$ cat src/hdl/plc_pkg.sv
// ----------------------------------------------------------------------------
// plc_pkg
// Types and constants of the pixel level curve pipeline.
// ----------------------------------------------------------------------------
package plc_pkg;

    localparam int PIX_W = 8;
    localparam int MID_W = 9;
    localparam int IDX_W = 2;

    localparam logic [PIX_W-1:0] FULL_SCALE = 8'd255;
    localparam logic [MID_W-1:0] Q_ONE      = 9'd256;

    localparam logic [PIX_W-1:0] RESET_LOW  = 8'd100;
    localparam logic [PIX_W-1:0] RESET_HIGH = 8'd165;
    localparam logic [MID_W-1:0] RESET_MID  = 9'd128;

    // configuration register indexes
    localparam logic [IDX_W-1:0] REG_LOW  = 2'd0;
    localparam logic [IDX_W-1:0] REG_HIGH = 2'd1;
    localparam logic [IDX_W-1:0] REG_MID  = 2'd2;

    // pipeline stages end to end: setup 2, multiply 1, divide 4, output 1
    localparam int LATENCY = 8;

    // segment selected, ready for the multiply
    typedef struct packed {
        logic             bypass;
        logic [PIX_W-1:0] bypass_val;
        logic [PIX_W-1:0] base;
        logic [PIX_W-1:0] den;
        logic [PIX_W-1:0] offset;
        logic [PIX_W-1:0] span;
    } plc_seg_t;

    // divider state: partial remainder and dividend bits / quotient bits
    typedef struct packed {
        logic             bypass;
        logic [PIX_W-1:0] bypass_val;
        logic [PIX_W-1:0] base;
        logic [PIX_W-1:0] den;
        logic [PIX_W-1:0] rem;
        logic [PIX_W-1:0] work;
    } plc_div_t;

endpackage

$ cat src/hdl/plc_setup.sv
// ----------------------------------------------------------------------------
// plc_setup
// Two stages: knee position and knee level, then segment selection.
// ----------------------------------------------------------------------------
module plc_setup
    import plc_pkg::*;
(
    input  logic             clk,
    input  logic             rst_n,
    input  logic             in_valid,
    input  logic [PIX_W-1:0] pixel,
    input  logic [PIX_W-1:0] low_lvl,
    input  logic [PIX_W-1:0] high_lvl,
    input  logic [MID_W-1:0] mid_pt,
    output logic             seg_valid,
    output plc_seg_t         seg
);

    // stage 1
    logic             v1_reg;
    logic [PIX_W-1:0] pix1_reg;
    logic [PIX_W-1:0] lo1_reg;
    logic [PIX_W-1:0] hi1_reg;
    logic [PIX_W-1:0] kx_off1_reg;
    logic [PIX_W-1:0] ky1_reg;
    logic             below1_reg;
    logic             above1_reg;

    logic [MID_W-1:0]     mid_sat;
    logic [PIX_W-1:0]     range;
    logic [PIX_W+MID_W-1:0] prod;
    logic [MID_W-1:0]     inv_mid;
    logic [MID_W+PIX_W-1:0] ky_full;

    always_comb
    begin
        mid_sat = (mid_pt > Q_ONE) ? Q_ONE : mid_pt;
        range   = high_lvl - low_lvl;
        prod    = {{MID_W{1'b0}}, range} * {{PIX_W{1'b0}}, mid_sat};
        inv_mid = Q_ONE - mid_sat;
        // 255 * x = (x << 8) - x
        ky_full = {inv_mid, {PIX_W{1'b0}}} - {{PIX_W{1'b0}}, inv_mid};
    end

    always_ff @(posedge clk or negedge rst_n)
    begin
        if (!rst_n)
        begin
            v1_reg <= 1'b0;
        end
        else
        begin
            v1_reg <= in_valid;
        end
    end

    always_ff @(posedge clk)
    begin
        pix1_reg    <= pixel;
        lo1_reg     <= low_lvl;
        hi1_reg     <= high_lvl;
        kx_off1_reg <= prod[2*PIX_W-1:PIX_W];
        ky1_reg     <= ky_full[2*PIX_W-1:PIX_W];
        below1_reg  <= pixel < low_lvl;
        above1_reg  <= pixel > high_lvl;
    end

    // stage 2
    logic             v2_reg;
    plc_seg_t         seg_reg;
    plc_seg_t         seg_next;
    logic [PIX_W-1:0] knee_x;
    logic             lower;

    always_comb
    begin
        knee_x = lo1_reg + kx_off1_reg;
        lower  = pix1_reg < knee_x;
        seg_next.den    = lower ? (knee_x - lo1_reg) : (hi1_reg - knee_x);
        seg_next.offset = lower ? (pix1_reg - lo1_reg) : (pix1_reg - knee_x);
        seg_next.span   = lower ? ky1_reg : (FULL_SCALE - ky1_reg);
        seg_next.base   = lower ? '0 : ky1_reg;
        if (below1_reg)
        begin
            seg_next.bypass     = 1'b1;
            seg_next.bypass_val = '0;
        end
        else if (above1_reg)
        begin
            seg_next.bypass     = 1'b1;
            seg_next.bypass_val = FULL_SCALE;
        end
        else
        begin
            // flat segment: hold at the knee level
            seg_next.bypass     = (seg_next.den == '0);
            seg_next.bypass_val = ky1_reg;
        end
    end

    always_ff @(posedge clk or negedge rst_n)
    begin
        if (!rst_n)
        begin
            v2_reg <= 1'b0;
        end
        else
        begin
            v2_reg <= v1_reg;
        end
    end

    always_ff @(posedge clk)
    begin
        seg_reg <= seg_next;
    end

    assign seg_valid = v2_reg;
    assign seg       = seg_reg;

endmodule

$ cat src/hdl/plc_div_step.sv
// ----------------------------------------------------------------------------
// plc_div_step
// One registered stage of the restoring divider, two quotient bits.
// ----------------------------------------------------------------------------
module plc_div_step
    import plc_pkg::*;
(
    input  logic     clk,
    input  logic     rst_n,
    input  logic     in_valid,
    input  plc_div_t d_in,
    output logic     out_valid,
    output plc_div_t d_out
);

    localparam int STEPS = 2;

    logic     valid_reg;
    plc_div_t d_reg;
    plc_div_t d_next;

    always_comb
    begin
        logic [PIX_W:0] trial;
        logic           ge;
        d_next = d_in;
        for (int s = 0; s < STEPS; s++)
        begin
            // shift in the next dividend bit, subtract when it fits
            trial       = {d_next.rem, d_next.work[PIX_W-1]};
            ge          = trial >= {1'b0, d_next.den};
            d_next.rem  = ge ? PIX_W'(trial - {1'b0, d_next.den}) : trial[PIX_W-1:0];
            d_next.work = {d_next.work[PIX_W-2:0], ge};
        end
    end

    always_ff @(posedge clk or negedge rst_n)
    begin
        if (!rst_n)
        begin
            valid_reg <= 1'b0;
        end
        else
        begin
            valid_reg <= in_valid;
        end
    end

    always_ff @(posedge clk)
    begin
        d_reg <= d_next;
    end

    assign out_valid = valid_reg;
    assign d_out     = d_reg;

endmodule

$ cat src/hdl/pixel_level_curve.sv
// ----------------------------------------------------------------------------
// pixel_level_curve
// Levels curve with a midpoint knee for an 8-bit grey pixel stream.
// ----------------------------------------------------------------------------
// Usage:
//   Input: drive pixel_in with start high; a transaction is taken at each
//   rising edge where start is high and busy is low. busy stays low, so one
//   pixel per clock can enter, back to back.
//   Output: done pulses for one cycle with pixel_out valid; results come out
//   in input order, after passing through every pipeline register.
//   Throughput is one pixel per clock; the pipeline has two setup stages
//   (knee, segment select), one multiply stage, four divider stages of two
//   quotient bits each, and the output register.
//   Configuration: wr_en, wr_index, wr_data write low_level (0), high_level
//   (1) or mid_point (2) at a rising edge; other indexes are ignored.
//   Write only while no transaction is in flight.
//   Reset (rst_n low) empties the pipeline and restores low_level 100,
//   high_level 165, mid_point 128. The receiver cannot stall the output.
// ----------------------------------------------------------------------------
module pixel_level_curve
    import plc_pkg::*;
(
    input  logic             clk,
    input  logic             rst_n,
    input  logic             start,
    output logic             busy,
    input  logic [PIX_W-1:0] pixel_in,
    output logic             done,
    output logic [PIX_W-1:0] pixel_out,
    input  logic             wr_en,
    input  logic [IDX_W-1:0] wr_index,
    input  logic [MID_W-1:0] wr_data
);

    localparam int DIV_STAGES = 4;

    logic [PIX_W-1:0] low_level_reg;
    logic [PIX_W-1:0] high_level_reg;
    logic [MID_W-1:0] mid_point_reg;

    always_ff @(posedge clk or negedge rst_n)
    begin
        if (!rst_n)
        begin
            low_level_reg  <= RESET_LOW;
            high_level_reg <= RESET_HIGH;
            mid_point_reg  <= RESET_MID;
        end
        else if (wr_en)
        begin
            case (wr_index)
                REG_LOW:  low_level_reg  <= wr_data[PIX_W-1:0];
                REG_HIGH: high_level_reg <= wr_data[PIX_W-1:0];
                REG_MID:  mid_point_reg  <= wr_data;
                default:  ;
            endcase
        end
    end

    assign busy = 1'b0;

    logic     seg_valid;
    plc_seg_t seg;

    plc_setup u_setup (
        .clk       (clk),
        .rst_n     (rst_n),
        .in_valid  (start & ~busy),
        .pixel     (pixel_in),
        .low_lvl   (low_level_reg),
        .high_lvl  (high_level_reg),
        .mid_pt    (mid_point_reg),
        .seg_valid (seg_valid),
        .seg       (seg)
    );

    // multiply stage
    logic               mul_valid_reg;
    plc_div_t           mul_reg;
    plc_div_t           mul_next;
    logic [2*PIX_W-1:0] num;

    always_comb
    begin
        num                 = {{PIX_W{1'b0}}, seg.offset} * {{PIX_W{1'b0}}, seg.span};
        mul_next.bypass     = seg.bypass;
        mul_next.bypass_val = seg.bypass_val;
        mul_next.base       = seg.base;
        mul_next.den        = seg.den;
        // quotient fits 8 bits, so the high byte is already below den
        mul_next.rem        = num[2*PIX_W-1:PIX_W];
        mul_next.work       = num[PIX_W-1:0];
    end

    always_ff @(posedge clk or negedge rst_n)
    begin
        if (!rst_n)
        begin
            mul_valid_reg <= 1'b0;
        end
        else
        begin
            mul_valid_reg <= seg_valid;
        end
    end

    always_ff @(posedge clk)
    begin
        mul_reg <= mul_next;
    end

    // divider pipeline
    logic     dv_valid [DIV_STAGES+1];
    plc_div_t dv       [DIV_STAGES+1];

    assign dv_valid[0] = mul_valid_reg;
    assign dv[0]       = mul_reg;

    for (genvar g = 0; g < DIV_STAGES; g++)
    begin : g_div
        plc_div_step u_step (
            .clk       (clk),
            .rst_n     (rst_n),
            .in_valid  (dv_valid[g]),
            .d_in      (dv[g]),
            .out_valid (dv_valid[g+1]),
            .d_out     (dv[g+1])
        );
    end

    // output stage
    logic             done_reg;
    logic [PIX_W-1:0] pixel_out_reg;
    logic [PIX_W-1:0] pixel_out_next;
    logic [PIX_W:0]   sum;

    always_comb
    begin
        sum = {1'b0, dv[DIV_STAGES].base} + {1'b0, dv[DIV_STAGES].work};
        if (dv[DIV_STAGES].bypass)
        begin
            pixel_out_next = dv[DIV_STAGES].bypass_val;
        end
        else if (sum[PIX_W])
        begin
            pixel_out_next = FULL_SCALE;
        end
        else
        begin
            pixel_out_next = sum[PIX_W-1:0];
        end
    end

    always_ff @(posedge clk or negedge rst_n)
    begin
        if (!rst_n)
        begin
            done_reg <= 1'b0;
        end
        else
        begin
            done_reg <= dv_valid[DIV_STAGES];
        end
    end

    always_ff @(posedge clk)
    begin
        pixel_out_reg <= pixel_out_next;
    end

    assign done      = done_reg;
    assign pixel_out = pixel_out_reg;

endmodule

$ cat config.mk
export PLATFORM = sky130hd
export DESIGN_NAME = pixel_level_curve
export DESIGN_NICKNAME = d
export VERILOG_FILES = /design/src/hdl/plc_pkg.sv /design/src/hdl/plc_setup.sv /design/src/hdl/plc_div_step.sv /design/src/hdl/pixel_level_curve.sv
export SDC_FILE = /design/constraint.sdc
export NUM_CORES = 1
export LEC_CHECK = 0
export ABC_AREA = 1
export BUFFER_PORTS_ARGS = -buffer_cell sky130_fd_sc_hd__buf_2
export CAP_MARGIN = 30
export CORE_ASPECT_RATIO = 0.8
export CORE_UTILIZATION = 35
export DETAILED_ROUTE_END_ITERATION = 12
export SLEW_MARGIN = 20
export SYNTH_ARGS = -nofsm -noshare
export SYNTH_HDL_FRONTEND = slang
export SYNTH_SLANG_ARGS = --single-unit
$ cat constraint.sdc
create_clock -name clk -period 8.36 [get_ports clk]
set_input_delay 0 -clock clk [delete_from_list [all_inputs] [get_ports clk]]
set_output_delay 0 -clock clk [all_outputs]
set_load 0.02 [all_outputs]
==> flow_summary_export.csv <==
group,metric,value,unit
run_status,status,"completed",
die,core_area,51200,µm²
worst_setup_path,worst_path_largest_cell_delay,0.61,ns
synthesis,async_flop_share,0.105,
route,route.detailed.drc,0,
final_layout,multiInputGateArea,10000,µm²
die,initial_core_util,0.356,
cts,cts_made_buffers,29,
synthesis,synth_fa_ha_area_frac,0.237,
synthesis,synth_largest_area_cell,"dfxtp_1",
worst_setup_path,path_common_cell,"inv_1",
global_routing,grt_antenna_before_repair,0,
final_layout,area_growth,11.0,%
sta,worst_slew_pin_slew,0.746,ns
die,fp.dieW,257,µm
sta,post-route-period-util,0.707,
hold_path,min_path_type,"primary input to asynchronous set/reset pin",
cts,holdBufCountCts,19,
cts,cts_max_path_buffers,3,
cts,worstSkewPairLatency,0.58,ns
route,vias,13700,
route,post_drt_wl_per_cell,13.9,µm
placed_design,gp_congestion,0.859,
final_layout,final_cell_mix,"nand2_1 (430), inv_1 (414), dfxtp_1 (280)",
sta,grt_setup_unrepaired,"false",
route,drt_iter0_drc,799,
synthesis,synth-seq-cells,313,
final_layout,drive_gt1_frac,0.0629,
sta,drv_slew,0,
cts,cts_tree,"built",
synthesis,synth-edff-count,0,
route,drt_first_pass_iters,5,
route,vias_per_cell,4.65,
worst_setup_path,worstPathRequired,8.81,ns
sta,skew,0.0234,ns
sta,setup_viol,0,
final_layout,fill_cells,5118,
synthesis,ys_warn_count,0,
sta,relSlewSlack,0.503,
sta,max_freq,0.169,GHz
sta,fin_crit,5.91,ns
synthesis,synth_compound_area_frac,0.0825,
final_layout,antennaDiodeCount,0,
die,num_rows,74,
final_layout,largest_register_ff_count,148,
route,totalWireLength,40900,µm
global_routing,grt.overflow.total,0,
cts,htreeDepth,1,
synthesis,synth-seq-area-share,0.354,
placed_design,hpwl,33200,µm
synthesis,syn_nets,2498,
cts,path_clk_slew,0.07,ns
cts,clock_sinks,313,
global_routing,grt_pass1_vias,13200,
synthesis,synth.mux.area_fraction,0.00117,
placed_design,port_buffers,31,
sta,hold_viol_final,0,
route,ant_nets,0,
die,ios,33,
die,die_h,206,µm
worst_setup_path,cp-start-kind,"register",
sta,fin_setup_tns,0,ns
synthesis,synth_xor_area_frac,0.0415,
final_layout,fin_nets,2548,
synthesis,synthCells,2184,
global_routing,grt_first_pass_wirelength,67400,µm
synthesis,ys_top_cells_by_area,"dfxtp_1 (31%), ha_1 (14%), fa_1 (9.9%)",
cts,cts_resized,0,
synthesis,synthSimpleGateAreaFrac,0.187,
synthesis,yosysUniqueCellTypes,64,
synthesis,syn_area_per_cell,8.34,µm²
worst_setup_path,crit_slowest_cell,"xor2_1",
synthesis,netlist_area,18200,µm²
synthesis,synth_top_family_by_area,"adder cells",
worst_setup_path,critPathArrivalTime,6.36,ns
global_routing,track_usage,0.156,
worst_setup_path,critPathKind,"register to register",
die,die-area,52900,µm²
final_layout,seqCellArea,6440,µm²
worst_setup_path,cp-end-kind,"register",
run,cap_viol_max_count,0,
cts,post_cts_buffers,0,
worst_setup_path,path_max_fanout,7,
synthesis,synth-main-ff-cell,"dfxtp_1",
final_layout,mostFrequentLayoutCell,"nand2_1",
cts,root_buffer,"clkbuf_16",
worst_setup_path,reg2reg_depth,28,
synthesis,synth_top_area_share,0.308,
global_routing,grt_max_degree,34,
[through the flow]
| step | utilization | cell area, µm² | hold slack [ns] | worst slack, ns | std cells |
|---|---|---|---|---|---|
| 2_1_floorplan | - | 18200 | -0.296 | 3.11 | 2184 |
| 3_3_place_gp | 0.372 | 19100 | 0.0944 | 2.52 | 2867 |
| 3_5_place_dp | 0.372 | 19100 | 0.109 | 2.49 | 2868 |
| 4_1_cts | 0.395 | 20200 | 0.0311 | 2.46 | 2940 |
| 5_1_grt | 0.395 | 20200 | 0.0847 | 1.97 | 2940 |
| 6_report | 0.395 | 20200 | 0.0386 | 2.45 | 2940 |
[worst paths after layout]
check	startpoint	slack, ns	end
worst max-delay path	high_level_reg[0]$_DFFE_PN1P_	2.45	u_setup.kx_off1_reg[7]$_DFF_P_
worst min-delay path	rst_n	0.04	done$_DFF_PN0_
worst max register to register	high_level_reg[0]$_DFFE_PN1P_	2.45	u_setup.kx_off1_reg[7]$_DFF_P_
worst min register to register	u_setup.seg[35]$_SDFF_PP0_	0.31	dv[199]$_DFF_P_
max in group asynchronous	rst_n	7.84	mid_point_reg[8]$_DFFE_PN0P_
min in group clk	wr_en	0.10	high_level_reg[7]$_DFFE_PN1P_
[cells in the mapped netlist, types with 3 or more instances]
| cell type | number |
|---|---|
| o21ai_1 | 8 |
| xnor2_1 | 27 |
| a21oi_1 | 117 |
| a21boi_0 | 3 |
| nor2_4 | 3 |
| a211oi_1 | 4 |
| nand3b_1 | 6 |
| o211ai_1 | 7 |
| nand2_1 | 430 |
| dfstp_2 | 8 |
| o21bai_1 | 3 |
| buf_2 | 6 |
| nand3_1 | 111 |
| buf_4 | 4 |
| inv_2 | 7 |
| xor2_1 | 53 |
| clkbuf_1 | 20 |
| o21ai_2 | 3 |
| or2_2 | 9 |
| nand4_1 | 30 |
| o21ai_0 | 78 |
| nor2_1 | 143 |
| nor3_1 | 11 |
| dfrtp_1 | 25 |
| a31oi_1 | 13 |
| nand2_4 | 3 |
| dfxtp_1 | 280 |
| and3_1 | 3 |
| a21o_1 | 16 |
| ha_1 | 201 |
| inv_1 | 414 |
| fa_1 | 90 |
| nand2_2 | 5 |
[critical path, delay by kind of cell (launching register included)]
family | cells | cell delay, ns
compound gates | 4 | 0.72
simple gates | 9 | 0.68
fa+ha+maj | 7 | 2.99
buf+inv | 7 | 0.41
xor+xnor | 1 | 0.61
flops | 1 | 0.38
[cell type report]
type | count | share of cell area
clock buffers | 38 | 0.0400
clock inverters | 15 | 0.00712
inverters | 422 | 0.0787
multi-input cells | 1416 | 0.495
flip-flops and latches | 313 | 0.319
well taps | 684 | 0.0423
repair buffers | 52 | 0.0182
[metal layers]
metal,track usage,routed length [µm],share of wire,vias to the layer above
met5,0,0,0,-
met4,0.0359,799,0.020,0
met3,0.0249,2210,0.054,48
met2,0.248,17700,0.43,292
met1,0.221,20200,0.49,6342
li1,-,-,-,6986
[logic make-up after synthesis]
kind of cell               count (synthesis)
DFF                                      313
and+or+nand+nor                          773
adders and majority gates                291
other                                      1
buffers and inverters                    455
AOI/OAI and AO/OA                        267
xor gates and xnor gates                  82
muxes                                      2
Power is left out: the tool's default activity adds up to more than one toggle a clock period on the data nets, which glitch-free logic cannot reach.
